File: src/hdl/r4ps_pkg.sv
// Shared types, constants and helpers for the 4D edge rotator.
package r4ps_pkg;

   localparam int COORD_W    = 16;
   localparam int FRAC_BITS  = 12;
   localparam int DIV_NUM_W  = 30;
   localparam int DIV_DEN_W  = 17;
   localparam int DIV_STAGES = DIV_NUM_W;
   localparam int LANES      = 6;

   localparam logic [1:0] MODE_PERSP = 2'd0;
   localparam logic [1:0] MODE_BAND  = 2'd1;
   localparam logic [1:0] MODE_CROSS = 2'd2;

   localparam logic [2:0] REG_LEFT  = 3'd0;
   localparam logic [2:0] REG_RIGHT = 3'd1;
   localparam logic [2:0] REG_MODE  = 3'd2;
   localparam logic [2:0] REG_SLICE = 3'd3;
   localparam logic [2:0] REG_EYE   = 3'd4;
   localparam logic [2:0] REG_BAND  = 3'd5;

   typedef logic signed [COORD_W-1:0] coord_type;

   localparam coord_type COORD_MAX = 16'sh7fff;
   localparam coord_type COORD_MIN = 16'sh8000;

   typedef struct packed {
      logic [1:0]      mode;
      logic            keep;
      logic            clip;
      logic            dpos_a;
      logic            dpos_b;
      coord_type [2:0] pa;
      coord_type [2:0] pb;
   } side_type;

   function automatic logic ovf_coord(input logic signed [27:0] x);
      return (x > 28'sd32767) || (x < -28'sd32768);
   endfunction

   function automatic coord_type sat_coord(input logic signed [27:0] x);
      coord_type r;
      if (x > 28'sd32767) begin
         r = COORD_MAX;
      end else if (x < -28'sd32768) begin
         r = COORD_MIN;
      end else begin
         r = coord_type'(x[15:0]);
      end
      return r;
   endfunction

endpackage

File: src/hdl/r4ps_div.sv
// Divider lane: restoring division pipelined one quotient bit per stage.
module r4ps_div import r4ps_pkg::*; (
   input  logic                 clock,
   input  logic                 en,
   input  logic [DIV_NUM_W-1:0] num,
   input  logic [DIV_DEN_W-1:0] den,
   output logic [DIV_NUM_W-1:0] quo
);

   logic [DIV_NUM_W-1:0] num_ff [DIV_STAGES];
   logic [DIV_DEN_W-1:0] den_ff [DIV_STAGES];
   logic [DIV_DEN_W-1:0] rem_ff [DIV_STAGES];
   logic [DIV_NUM_W-1:0] quo_ff [DIV_STAGES];

   for (genvar k = 0; k < DIV_STAGES; k++) begin : g_stage
      logic [DIV_NUM_W-1:0] num_src;
      logic [DIV_NUM_W-1:0] quo_src;
      logic [DIV_DEN_W-1:0] den_src;
      logic [DIV_DEN_W-1:0] rem_src;
      logic [DIV_DEN_W:0]   trial;
      logic                 fits;

      if (k == 0) begin : g_first
         assign num_src = num;
         assign den_src = den;
         assign rem_src = '0;
         assign quo_src = '0;
      end else begin : g_next
         assign num_src = num_ff[k-1];
         assign den_src = den_ff[k-1];
         assign rem_src = rem_ff[k-1];
         assign quo_src = quo_ff[k-1];
      end

      always_comb begin
         trial = {rem_src, num_src[DIV_NUM_W-1]};
         fits  = trial >= {1'b0, den_src};
      end

      always_ff @(posedge clock) begin
         if (en) begin
            num_ff[k] <= {num_src[DIV_NUM_W-2:0], 1'b0};
            den_ff[k] <= den_src;
            rem_ff[k] <= fits ? DIV_DEN_W'(trial - {1'b0, den_src}) : DIV_DEN_W'(trial);
            quo_ff[k] <= {quo_src[DIV_NUM_W-2:0], fits};
         end
      end
   end

   assign quo = quo_ff[DIV_STAGES-1];

endmodule

File: config.mk
export PLATFORM = sky130hd
export DESIGN_NAME = r4ps_div
export DESIGN_NICKNAME = d
export VERILOG_FILES = /design/src/hdl/r4ps_pkg.sv /design/src/hdl/r4ps_div.sv
export SDC_FILE = /design/constraint.sdc
export NUM_CORES = 2
export LEC_CHECK = 0
export BUFFER_PORTS_ARGS = -buffer_cell sky130_fd_sc_hd__buf_2
export CELL_PAD_IN_SITES_DETAIL_PLACEMENT = 0
export CELL_PAD_IN_SITES_GLOBAL_PLACEMENT = 2
export CORE_MARGIN = 10
export CORE_UTILIZATION = 50
export CTS_CLUSTER_SIZE = 20
export DETAILED_ROUTE_END_ITERATION = 16
export PLACE_DENSITY = 0.87
export SETUP_SLACK_MARGIN = 0.5
export SLEW_MARGIN = 20
export SYNTH_ARGS = -nofsm -noshare
export SYNTH_HDL_FRONTEND = slang
export SYNTH_SLANG_ARGS = --single-unit
export TNS_END_PERCENT = 50
File: constraint.sdc
create_clock -name clock -period 6.5 [get_ports clock]
set_input_delay 0 -clock clock [delete_from_list [all_inputs] [get_ports clock]]
set_output_delay 0 -clock clock [all_outputs]
set_load 0.005 [all_outputs]
* Yosys cells after proc, flatten, opt, wreduce, memory -nomap -nowiden *
Memory sizes are Yosys's and may differ from the RTL's.
Cells that the tools add are included.
W data, S select, Z words.

storage, ports and cells
  RAM bits = 2790
  word-level logic and storage cells = 96
  flip-flop bits (word level) = 0
  output and inout bits = 30
  input port bits = 49
  memories = 4

memory list
  memory  words  bits a word  rd ports  clocked after Yosys merged registers in  write ports  RTL line        RTL
  quo_ff  30     30           30        0                                        30           r4ps_div.sv:13  logic [DIV_NUM_W-1:0] quo_ff [DIV_STAGES];
  num_ff  30     29           29        0                                        30           r4ps_div.sv:10  logic [DIV_NUM_W-1:0] num_ff [DIV_STAGES];
  den_ff  30     17           29        0                                        30           r4ps_div.sv:11  logic [DIV_DEN_W-1:0] den_ff [DIV_STAGES];
  rem_ff  30     17           29        0                                        30           r4ps_div.sv:12  logic [DIV_DEN_W-1:0] rem_ff [DIV_STAGES];

operators by class
  magnitude comparators = 30
  add/sub/neg operators = 30
  muxes and demuxes = 32

operators with widths
  operator          count
  $ge A18 B17 Y1    29
  $mux W17          30
  $sub A17 B17 Y17  29
  $ge A1 B17 Y1     1
  $sub A1 B17 Y17   1
  $mux W1           2

* Longest topological paths before layout *
An unclocked memory read counts as a cell.

  depth after elaboration = 3
  depth in mapped cells = 14
  depth with buffers taken out = 12

* Worst setup path after synthesis *
OpenSTA, ideal clock, no wires.

  kind = register -> register
  from = mem num_ff[10][28] in the netlist's numbering
  to = mem rem_ff[11][8] (netlist: rem_ff[0][195]), data pin
  arrival time = 3.002 ns
  cell stages (with the launch flop) = 14
  slack = 3.238 ns
  data required time = 6.240 ns
  path buffers = 1
  library setup time = 0.260 ns
  clock period less this slack = 3.262 ns
  cell sequence = edfxtp_1 inv_1 ha_1 inv_1 fa_1 a211oi_2 nor2_1 or2_1 a41o_1 o21ai_2 a21oi_2 a2111oi_4 buf_6 mux2_4

RTL lines
  item                RTL line
  start: declaration  r4ps_div.sv:10
  end: declaration    r4ps_div.sv:12

==> impl_metrics.toml <==
[global_route]
antenna_found_initial = 1
grt_max_degree = 198
grt_pass1_wl_um = 243000
grt-ovfl-total = 0
grt_pass1_vias = 45603
grt_usage_pct = 15.9

[synth]
synth_xor_area_share_pct = 3.80
synth_edf_count = 1886
async_flop_share_pct = 0
ys.warnings.count = 0
synth_area_per_cell_um2 = 14.3
synth_top_family_by_area = "compound AO/OA/AOI/OAI gates"
syn-num-nets = 6576
synthMuxAreaShare_pct = 4.55
synth_area_leaders = "edfxtp_1 (66%), ha_1 (7.2%), mux2_2 (4.1%), inv_1 (2.8%), xnor2_1 (2.6%)"
yosysTopAreaCell = "edfxtp_1"
ys_ff_latch = 1886
netlist_area_mm2 = 0.0856
synth_top_area_share_pct = 66.2
synth.distinct_cells = 78
ys_top_cells_by_count = "edfxtp_1 (1886), inv_1 (631), ha_1 (495), a21oi_1 (352), mux2_2 (311)"
synthCells = 6004
ys_seq_area_share_pct = 66.2
synth_compound_area_share_pct = 9.03
yosysMostFrequentCell = "edfxtp_1"
synth-simple-area-share_pct = 5.48
synth-main-ff-cell = "edfxtp_1"
synth_fa_ha_area_share_pct = 7.89

[worst_setup_path]
critPathRequiredTime_ns = 7.06
slowest_delay_ns = 0.62
critPathSlowestCell = "nor2_1"
cpMostUsedCell = "inv_1"
crit_path_end_kind = "register"
path_buf_inv = 4
cp_top_family = "compound AO/OA/AOI/OAI gates"
cp-start-kind = "register"
path_cells = "inv_1 > ha_1 > inv_1 > fa_1 > a211oi_1 > o21ai_0 > a21oi_1 > a2111oi_0 > o311a_1 > nor2_1 > buf_4 > inv_1 > mux2_2"
arrival_ns = 4.52
cp_max_fo = 15
path_class = "register to register"

[power]
internal_power_mw = 30.9
power_mw = 45.0
switching_share_pct = 31.3
clkPwrFrac_pct = 25.3
p_per_area_mw_per_mm2 = 466
vdd_drop_max_v = 0.000328
comb_power_share_pct = 34.6
switching_power_mw = 14.1
p_leak_nw = 37.3
p_seq_share_pct = 40.1

[route]
vias = 46290
viasPerCell = 5.29
antenna_left = 0
routed_wl_um = 150000
firstDrtPassIters = 5
routedWlPerCell_um = 17.2
drt_iter0_markers = 2952
route.detailed.drc = 0

[sta]
period_share_pct = 60.9
fmax_mhz = 253
relSlewSlack_pct = 14.7
clock_skew_ns = 0.0307
setup_viol = 0
setup_ws_ns = 2.54
hold_viol = 0
tightest_slew_ns = 1.28
layout_min_cycle_time_ns = 3.96
drv_slew = 0
hold_ws_ns = 0.177
rsz0062_at_grt = "no"
fin_tns_setup_ns = 0

[outcome]
status = "completed"

[clocking]
cts-root-buf = "clkbuf_16"
clock_sink_count = 1886
clk_pin_slew_ns = 0.06
cts_tree = "built"
h-tree-depth = 4
clk_latency_ns = 0.83
clockBufferDepth = 3
post_cts_buffers = 0
cts_inserted_buffers = 196

[floorplan]
boundaryPins = 79
row_count = 151
coreArea_mm2 = 0.170
initial_utilization_pct = 50.4
die_y_um = 434
die_w_um = 434
die_area_mm2 = 0.188

[finish]
antenna_cells = 0
syn_to_final_growth_pct = 12.8
n_fill_cell = 13490
fin_area_mm2 = 0.0965
layout-drive-gt1-share_pct = 12.4
multiInputGateArea_mm2 = 0.0264
layout.nets = 6926
seq_area_mm2 = 0.0566

[flow_run]
max-cap-violations = 0

[placed_design]
portBuffers = 78
dp_slack_ns = 2.53
routabilityCongestion = 0.852
post-dp-hpwl_um = 105000
placed_area_mm2 = 0.0889

[worst_hold_path]
hold_class = "input port to register"
## layout by cell type (no fill, tap or decap), types with 27 or more instances in the layout
cell type | synthesis | routed
clkbuf_1 | 36 | 30
edfxtp_1 | 1886 | 1886
a21oi_1 | 352 | 351
clkinv_2 | 0 | 38
nand4_1 | 57 | 57
and3_1 | 32 | 32
o21bai_1 | 75 | 75
nor2b_1 | 45 | 45
dlygate4sd3_1 | 0 | 94
o21a_1 | 49 | 49
a31oi_1 | 44 | 43
xor2_1 | 114 | 114
clkbuf_16 | 0 | 196
mux2_2 | 311 | 311
nor3_1 | 106 | 106
nand3_1 | 54 | 54
nand2_1 | 252 | 252
nor2_1 | 266 | 266
ha_1 | 495 | 495
fa_1 | 28 | 28
buf_2 | 20 | 77
a21o_1 | 161 | 161
o31ai_1 | 31 | 31
inv_1 | 631 | 631
or3_1 | 28 | 28
a211oi_1 | 52 | 51
nand2b_1 | 54 | 54
o21ai_0 | 257 | 256
xnor2_1 | 257 | 257
clkinv_1 | 2 | 35
mux2i_1 | 27 | 27
bufinv_16 | 0 | 28
buf_4 | 2 | 30
## worst paths after layout
| check | start | to | slack (ns) | cells after the start |
|---|---|---|---|---|
| min | num[29] | rem_ff[0][0] | 0.18 | 4 |
| max reg2reg | num_ff[15][28] | rem_ff[1][13] | 2.54 | 13 |
| max | num_ff[15][28] | rem_ff[1][13] | 2.54 | 13 |
| min reg2reg | quo_ff[0][152] | quo_ff[0][183] | 0.41 | 0 |
## flip-flops by register name (all words and copies together), names as in the netlist
name    flops
den_ff    493
rem_ff    493
quo_ff    465
num_ff    435
## cells by family after synthesis
logic type                 Yosys count
AOI/OAI and AO/OA                 1207
adders and majority gates          523
buffers and inverters              694
DFF                               1886
xor gates and xnor gates           371
and+or+nand+nor                    977
muxes                              346
## area by class of cell
class | instances | share of cell area, %
clock buffer | 226 | 5.20
clock inverter | 143 | 1.67
inverter | 633 | 2.46
multi-input combinational | 3424 | 27.3
sequential | 1886 | 58.7
tap | 2218 | 2.87
timing repair buffer | 213 | 1.84
## layer usage
| layer | wire length, um | vias to the layer above | GRT usage, % |
|---|---|---|---|
| met5 | 0 | - | 0 |
| met4 | 3690 | 0 | 4.62 |
| met3 | 5420 | 252 | 2.63 |
| met2 | 70200 | 691 | 25.5 |
| met1 | 71100 | 22207 | 22.4 |
| li1 | - | 23140 | - |
## worst register-to-register path, delay by kind of cell, from the launching register on
family          cells  cell delay (ns)
buf+inv             4             0.54
compound gates      5             1.29
flops               1             0.40
mux                 1             0.27
simple gates        1             0.62
fa+ha+maj           2             0.57
## power groups by stage
stage | clock (mW) | combinational (mW) | sequential (mW)
3_5_place_dp | 0 | 15.4 | 18.3
5_1_grt | 12.2 | 17.5 | 18.3
6_report | 11.4 | 15.6 | 18.1
3_3_place_gp | 0 | 15.3 | 18.3
2_1_floorplan | 0 | 12.4 | 17.6
4_1_cts | 11.7 | 15.6 | 18.1
## per-stage QoR
step                      cells  utilization, %
after floorplan            6004               -
after global placement     8278            52.4
after detailed placement   8278            52.4
after CTS                  8741            56.8
after global routing       8743            56.8
final                      8743            56.8
## timing repair
| action | in CTS | in global routing |
|---|---|---|
| endpoints found under the hold margin | 263 | 0 |
| hold buffers | 94 | 0 |
| resized for setup | 0 | 0 |
Power figures use the tool's default switching activity.
