===== config.mk =====
export PLATFORM = sky130hd
export DESIGN_NAME = r4ps_merge
export DESIGN_NICKNAME = d
export VERILOG_FILES = /design/src/hdl/r4ps_pkg.sv /design/src/hdl/r4ps_merge.sv
export SDC_FILE = /design/constraint.sdc
export NUM_CORES = 2
export LEC_CHECK = 0
export ABC_AREA = 1
export BUFFER_PORTS_ARGS = -buffer_cell sky130_fd_sc_hd__buf_2
export CAP_MARGIN = 5
export CORE_MARGIN = 2
export CORE_UTILIZATION = 29
export CTS_CLUSTER_SIZE = 25
export DETAILED_ROUTE_END_ITERATION = 6
export PLACE_DENSITY = 0.41
export SLEW_MARGIN = 30
export SYNTH_ARGS = -nofsm -noshare
export SYNTH_HDL_FRONTEND = slang
export SYNTH_SLANG_ARGS = --single-unit

===== constraint.sdc =====
create_clock -name clock -period 12.61 [get_ports clock]
set_input_delay 0.6305 -clock clock [delete_from_list [all_inputs] [get_ports clock]]
set_output_delay 0.6305 -clock clock [all_outputs]
set_load 0.01 [all_outputs]

===== src/hdl/r4ps_pkg.sv =====
// Shared types, constants and helpers for the 4D edge rotator.
package r4ps_pkg;

   localparam int COORD_W    = 16;
   localparam int FRAC_BITS  = 12;
   localparam int DIV_NUM_W  = 30;
   localparam int DIV_DEN_W  = 17;
   localparam int DIV_STAGES = DIV_NUM_W;
   localparam int LANES      = 6;

   localparam logic [1:0] MODE_PERSP = 2'd0;
   localparam logic [1:0] MODE_BAND  = 2'd1;
   localparam logic [1:0] MODE_CROSS = 2'd2;

   localparam logic [2:0] REG_LEFT  = 3'd0;
   localparam logic [2:0] REG_RIGHT = 3'd1;
   localparam logic [2:0] REG_MODE  = 3'd2;
   localparam logic [2:0] REG_SLICE = 3'd3;
   localparam logic [2:0] REG_EYE   = 3'd4;
   localparam logic [2:0] REG_BAND  = 3'd5;

   typedef logic signed [COORD_W-1:0] coord_type;

   localparam coord_type COORD_MAX = 16'sh7fff;
   localparam coord_type COORD_MIN = 16'sh8000;

   typedef struct packed {
      logic [1:0]      mode;
      logic            keep;
      logic            clip;
      logic            dpos_a;
      logic            dpos_b;
      coord_type [2:0] pa;
      coord_type [2:0] pb;
   } side_type;

   function automatic logic ovf_coord(input logic signed [27:0] x);
      return (x > 28'sd32767) || (x < -28'sd32768);
   endfunction

   function automatic coord_type sat_coord(input logic signed [27:0] x);
      coord_type r;
      if (x > 28'sd32767) begin
         r = COORD_MAX;
      end else if (x < -28'sd32768) begin
         r = COORD_MIN;
      end else begin
         r = coord_type'(x[15:0]);
      end
      return r;
   endfunction

endpackage


===== src/hdl/r4ps_merge.sv =====
// Merge stage: saturates the quotients, interpolates the crossing and selects the result.
module r4ps_merge import r4ps_pkg::*; (
   input  logic                 clock,
   input  logic                 reset,
   input  logic                 en,
   input  logic                 in_valid,
   input  side_type             side,
   input  logic [DIV_NUM_W-1:0] quo [LANES],
   output logic                 out_valid,
   output coord_type            p_out [3],
   output coord_type            q_out [3],
   output logic                 is_point,
   output logic                 clipped
);

   coord_type cin [LANES];
   logic dp [LANES];
   coord_type per_in [LANES];
   coord_type per_ff [LANES];
   logic [LANES-1:0] pclip_vec;
   logic pclip_ff;
   logic [13:0] tq;
   logic signed [16:0] diff [3];
   logic signed [31:0] xp_in [3];
   logic signed [31:0] xp_ff [3];
   side_type side1_ff;
   logic v1_ff;

   logic xneg [3];
   logic [31:0] xmag [3];
   logic [19:0] qm [3];
   logic signed [20:0] step [3];
   logic signed [27:0] xsum [3];
   coord_type xres [3];
   logic [2:0] xclip;

   coord_type p_in [3];
   coord_type q_in [3];
   logic pt_in;
   logic clip_in;
   coord_type p_ff [3];
   coord_type q_ff [3];
   logic pt_ff;
   logic clip_ff;
   logic vout_ff;

   always_comb begin
      tq = quo[0][13:0];
      for (int i = 0; i < 3; i++) begin
         cin[i]   = side.pa[i];
         cin[i+3] = side.pb[i];
         dp[i]    = side.dpos_a;
         dp[i+3]  = side.dpos_b;
         diff[i]  = 17'($signed(side.pb[i])) - 17'($signed(side.pa[i]));
         xp_in[i] = diff[i] * $signed({1'b0, tq});
      end
      for (int i = 0; i < LANES; i++) begin
         pclip_vec[i] = 1'b0;
         if (!dp[i]) begin
            pclip_vec[i] = 1'b1;
            if (cin[i] == '0) begin
               per_in[i] = '0;
            end else if (cin[i][COORD_W-1]) begin
               per_in[i] = COORD_MIN;
            end else begin
               per_in[i] = COORD_MAX;
            end
         end else if (cin[i][COORD_W-1]) begin
            if (quo[i] > 30'd32768) begin
               pclip_vec[i] = 1'b1;
               per_in[i] = COORD_MIN;
            end else begin
               per_in[i] = coord_type'(16'(~quo[i][15:0] + 16'd1));
            end
         end else begin
            if (quo[i] > 30'd32767) begin
               pclip_vec[i] = 1'b1;
               per_in[i] = COORD_MAX;
            end else begin
               per_in[i] = coord_type'(quo[i][15:0]);
            end
         end
      end
   end

   always_ff @(posedge clock) begin
      if (reset) begin
         v1_ff <= 1'b0;
      end else if (en) begin
         v1_ff <= in_valid;
      end
   end

   always_ff @(posedge clock) begin
      if (en) begin
         side1_ff <= side;
         per_ff   <= per_in;
         pclip_ff <= |pclip_vec;
         xp_ff    <= xp_in;
      end
   end

   always_comb begin
      for (int i = 0; i < 3; i++) begin
         xneg[i]  = xp_ff[i][31];
         xmag[i]  = xneg[i] ? 32'(-xp_ff[i]) : 32'(xp_ff[i]);
         qm[i]    = 20'((xmag[i] + 32'd2048) >> FRAC_BITS);
         step[i]  = xneg[i] ? -$signed({1'b0, qm[i]}) : $signed({1'b0, qm[i]});
         xsum[i]  = 28'($signed(side1_ff.pa[i])) + 28'(step[i]);
         xres[i]  = sat_coord(xsum[i]);
         xclip[i] = ovf_coord(xsum[i]);
      end
      pt_in   = 1'b0;
      clip_in = side1_ff.clip;
      for (int i = 0; i < 3; i++) begin
         p_in[i] = side1_ff.pa[i];
         q_in[i] = side1_ff.pb[i];
      end
      case (side1_ff.mode)
         MODE_PERSP: begin
            for (int i = 0; i < 3; i++) begin
               p_in[i] = per_ff[i];
               q_in[i] = per_ff[i+3];
            end
            clip_in = side1_ff.clip | pclip_ff;
         end
         MODE_CROSS: begin
            for (int i = 0; i < 3; i++) begin
               p_in[i] = xres[i];
               q_in[i] = '0;
            end
            pt_in   = 1'b1;
            clip_in = side1_ff.clip | (|xclip);
         end
         default: begin
            pt_in = 1'b0;
         end
      endcase
   end

   always_ff @(posedge clock) begin
      if (reset) begin
         vout_ff <= 1'b0;
      end else if (en) begin
         vout_ff <= v1_ff & side1_ff.keep;
      end
   end

   always_ff @(posedge clock) begin
      if (en) begin
         p_ff    <= p_in;
         q_ff    <= q_in;
         pt_ff   <= pt_in;
         clip_ff <= clip_in;
      end
   end

   assign out_valid = vout_ff;
   assign p_out     = p_ff;
   assign q_out     = q_ff;
   assign is_point  = pt_ff;
   assign clipped   = clip_ff;

endmodule


* Word-level counts from Yosys, hierarchy flattened
Cells that the tools add are included.
W data, S select, Z words.
** Word-level totals
- Output and inout bits :: 99
- Register bits :: 393
- Bits of input ports :: 286
** Cells by class
- Bitwise operators :: 9
- Order comparisons :: 18
- Equality and inequality tests :: 1
- Add/sub/neg operators :: 21
- Multiplexer cells :: 76
- Multiply operators :: 3
- Reduce and logical (&&, ||, !) cells :: 12
** Operators with widths (count)
- $mux W16 :: 42
- $pmux W48 S2 :: 2
- $gt A30 B15 Y1 const B :: 6
- $gt A30 B16 Y1 const B :: 6
- $add A16 B1 Y16 const B :: 6
- $add A32 B12 Y32 const B :: 3
- $logic_not A16 Y1 :: 6
- $mul A17 B15 Y32 :: 3
- $mux W32 :: 3
- $neg A32 Y32 :: 3
- $not A16 Y16 :: 6
- $add A16 B21 Y22 :: 3
- $gt A22 B16 Y1 const B :: 3
- $lt A22 B16 Y1 const B :: 3
- $mux W21 :: 3
- $neg A20 Y21 :: 3
- $sub A16 B16 Y17 :: 3
- $mux W1 :: 25
- $reduce_or A6 Y1 :: 1
- $logic_or A1 B1 Y1 :: 3
- $reduce_or A3 Y1 :: 1
- $eq A2 B2 Y1 const B :: 1
- $logic_not A2 Y1 :: 1
- $or A1 B1 Y1 :: 2
- 2 further kinds :: 2

* Longest topological paths before layout
- Word-level depth :: 11
- Gate-level depth with buffers :: 42

* Worst setup path before layout
No wires, ideal clock.
- Path kind :: in2reg
- Start point :: input port side[16] (netlist name)
- End point :: register xp_ff (netlist bit xneg[1]) (data pin)
- Library setup time :: 0.262 ns
- Buffers on the path :: 0
- Arrival time :: 7.540 ns
- Stages on the path :: 32
- Data required time :: 12.348 ns
- Setup slack :: 4.808 ns
- Cell sequence :: inv_1 ha_1 inv_1 fa_1 nand3_1 nand2_1 a21oi_1 o21bai_1 nand2_1 nand2_1 a21oi_1 o21ai_0 or2_2 nand2_1 nor2_1 fa_1 fa_1 inv_1 fa_1 fa_1 inv_1 fa_1 fa_1 ha_1 nand2_1 nor4_1 o21ai_0 nand3_1 a31oi_1 o21bai_1 a21oi_1 xor2_1
** RTL lines
- from (decl) :: line r4ps_merge.sv:7 : input side_type side,
- to (signal assigned) :: line r4ps_merge.sv:99 : xp_ff <= xp_in;
- to (decl) :: line r4ps_merge.sv:25 : logic signed [31:0] xp_ff [3];

==> metrics.txt <==
largest area contributor in the netlist fa_1; routability cong. 0.874; most frequent cell after synthesis nand2_1; Sink Count 393; crit path max fanout 10; fin nets 8381; outcome finished, violations left; post-placement cell count 9483; YS warnings 0; CTS Buf Count 53; EDFF count, synth 391; die area 0.193 mm²; Non-Filler Instances 9591; failing checks design-rule violations; HPWL Detailed 159000 µm; I/O Pins 385; # resized after CTS 0; dominant synthesized flop cell edfxtp_1; area of the core 0.188 mm²; initial DRC count 2898; hold_buf cts 0; Final Setup Violations 0; vias post-DR 45.8k; crit-path most repeated cell nand2_1; area share of the largest cell type after synthesis 25.4%; sequential area share after synthesis 21.5%; drt pass-1 iters 7; drt via density 4.77; Port Buffer Count 384; die height 439 µm; Crit path arrival time 9050 ps; top achievable clock speed 0.116 GHz; Slew Limit Fails 0; Tot GR Track Use 20.0%; number of post-CTS setup repair buffers 0; Post-synth top cells nand2_1 (1396), inv_1 (1184), nor2_1 (770); synthesized instance count 6722; hold depth 1; Min-Delay Path Class input pin to flip-flop; asr flop ratio synth 0%; syn nets 8060; number of global-route vias before repair 47.5k; largest net degree at the start of global routing 80; Fill cells 20.1k; DR DRC count 112; CTS tree yes; relative slew slack 34.3%; Final Hold Fails 0; Layout Skew 52.7 ps; Crit path largest cell delay 600 ps; area delta synth->final 12.1%; ranking of synthesized cells by area fa_1 (25%), edfxtp_1 (21%), nand2_1 (9.6%); GR Overflow Total 0; share of cells above drive strength 1 10.5%; Root Driver clkbuf_16; Slowest-stage cell, CP clkinv_1; Avg WL per Cell 20.1 µm; Clk pin slew, worst setup/hold paths 70 ps; global-route wire length before repair 294000 µm; Worst-Margin Slew 986 ps; Yosys cell types 67; die span in x 439 µm; Clk Latency, worst-skew pair 690 ps; Critical Path RT 13030 ps; register bit total from synthesis 393; WS Path Type input pin to flip-flop; DRT antenna net count 0; Synth Area per Inst 8.16 µm²; Setup crit start kind input pin; Layout Utilization 32.7%; initial antenna violation count 27; RSZ-0062 raised after global routing no; Clock Path Buffers 3; Final min period 8630 ps; Final Cycle Share 68.5%; Core Rows 159; Max-Cap Viols 0; H-tree Lvls 2; Setup TNS Final 0 ps; WL final 193000 µm; Starting Density 29.2%; Reg2Reg Depth 35; crit end category flip-flop; post-synthesis cell area 0.0549 mm²; Hold Worst Slack 99.7 ps
## layout make-up
| class | count | area (µm²) | area share [%] |
|---|---|---|---|
| inverter | 1217 | 4570 | 7.43 |
| timing repair buffer | 434 | 2330 | 3.79 |
| multi-input combinational | 4944 | 37900 | 61.6 |
| tap | 2495 | 3120 | 5.08 |
| antenna | 11 | 27.5 | 0.0448 |
| clock inverter | 35 | 420 | 0.684 |
| sequential | 393 | 11800 | 19.2 |
| clock buffer | 62 | 1360 | 2.21 |
## stage by stage
| step | setup WS, ps | area (µm²) |
|---|---|---|
| floorplan | 4810 | 54900 |
| global placement | 3270 | 59600 |
| detailed placement | 3210 | 59700 |
| CTS | 3920 | 61400 |
| global route | 3230 | 61500 |
| finish | 3980 | 61500 |
## cell usage in the layout, fill, tap and decap left out, types with 70 or more instances in the layout
cell type,count
xnor2_1,98
nand3_1,277
nand2_1,1396
o21ai_0,236
a21oi_1,222
inv_1,1181
edfxtp_1,391
xor2_1,201
buf_2,383
ha_1,356
fa_1,693
nor3_1,70
nor2_1,766
## per-layer routing
layer / vias up / GRT usage, % / share of wire [%]
li1: 21900 / - / -
met1: 22600 / 26.8 / 45
met2: 1028 / 34.3 / 48
met3: 204 / 2.19 / 4.5
met4: 10 / 5.17 / 2.8
met5: - / 0 / 0.036
## state kept, by name (all words and copies together) (netlist names), 3 cells and up
name / count
side1_ff: 100
per_ff: 96
p_out: 48
q_out: 48
xneg: 3
xp_ff: 93
## cells by family after synthesis
family                   after synthesis  share of synthesized area [%]
AO/OA/AOI/OAI                        730                           8.05
adder cells (fa/ha/maj)             1052                           33.5
flip-flops                           393                           21.5
AND/OR/NAND/NOR                     2859                           22.5
buffers and inverters               1385                           9.56
XOR/XNOR                             303                           4.88
## path summary, 6_finish.rpt
path	start	endpoint	slack, ps
hold reg to reg	v1_ff	out_valid	470
hold / removal	side[99]	side1_ff[99]	100
setup reg to reg	xp_ff[5]	clipped	6440
setup / recovery	side[16]	xp_ff[60]	3980
## critical path, delay by kind of cell
kind	cells	cell delay [ps]
AO/OA/AOI/OAI	9	1780
AND/OR/NAND/NOR	14	1260
XOR/XNOR	1	520
adder cells (fa/ha/maj)	9	3870
buffers and inverters	6	960
Power is not shown: default switching activity piles up to over one toggle a cycle in this logic, so the estimate is an artifact.
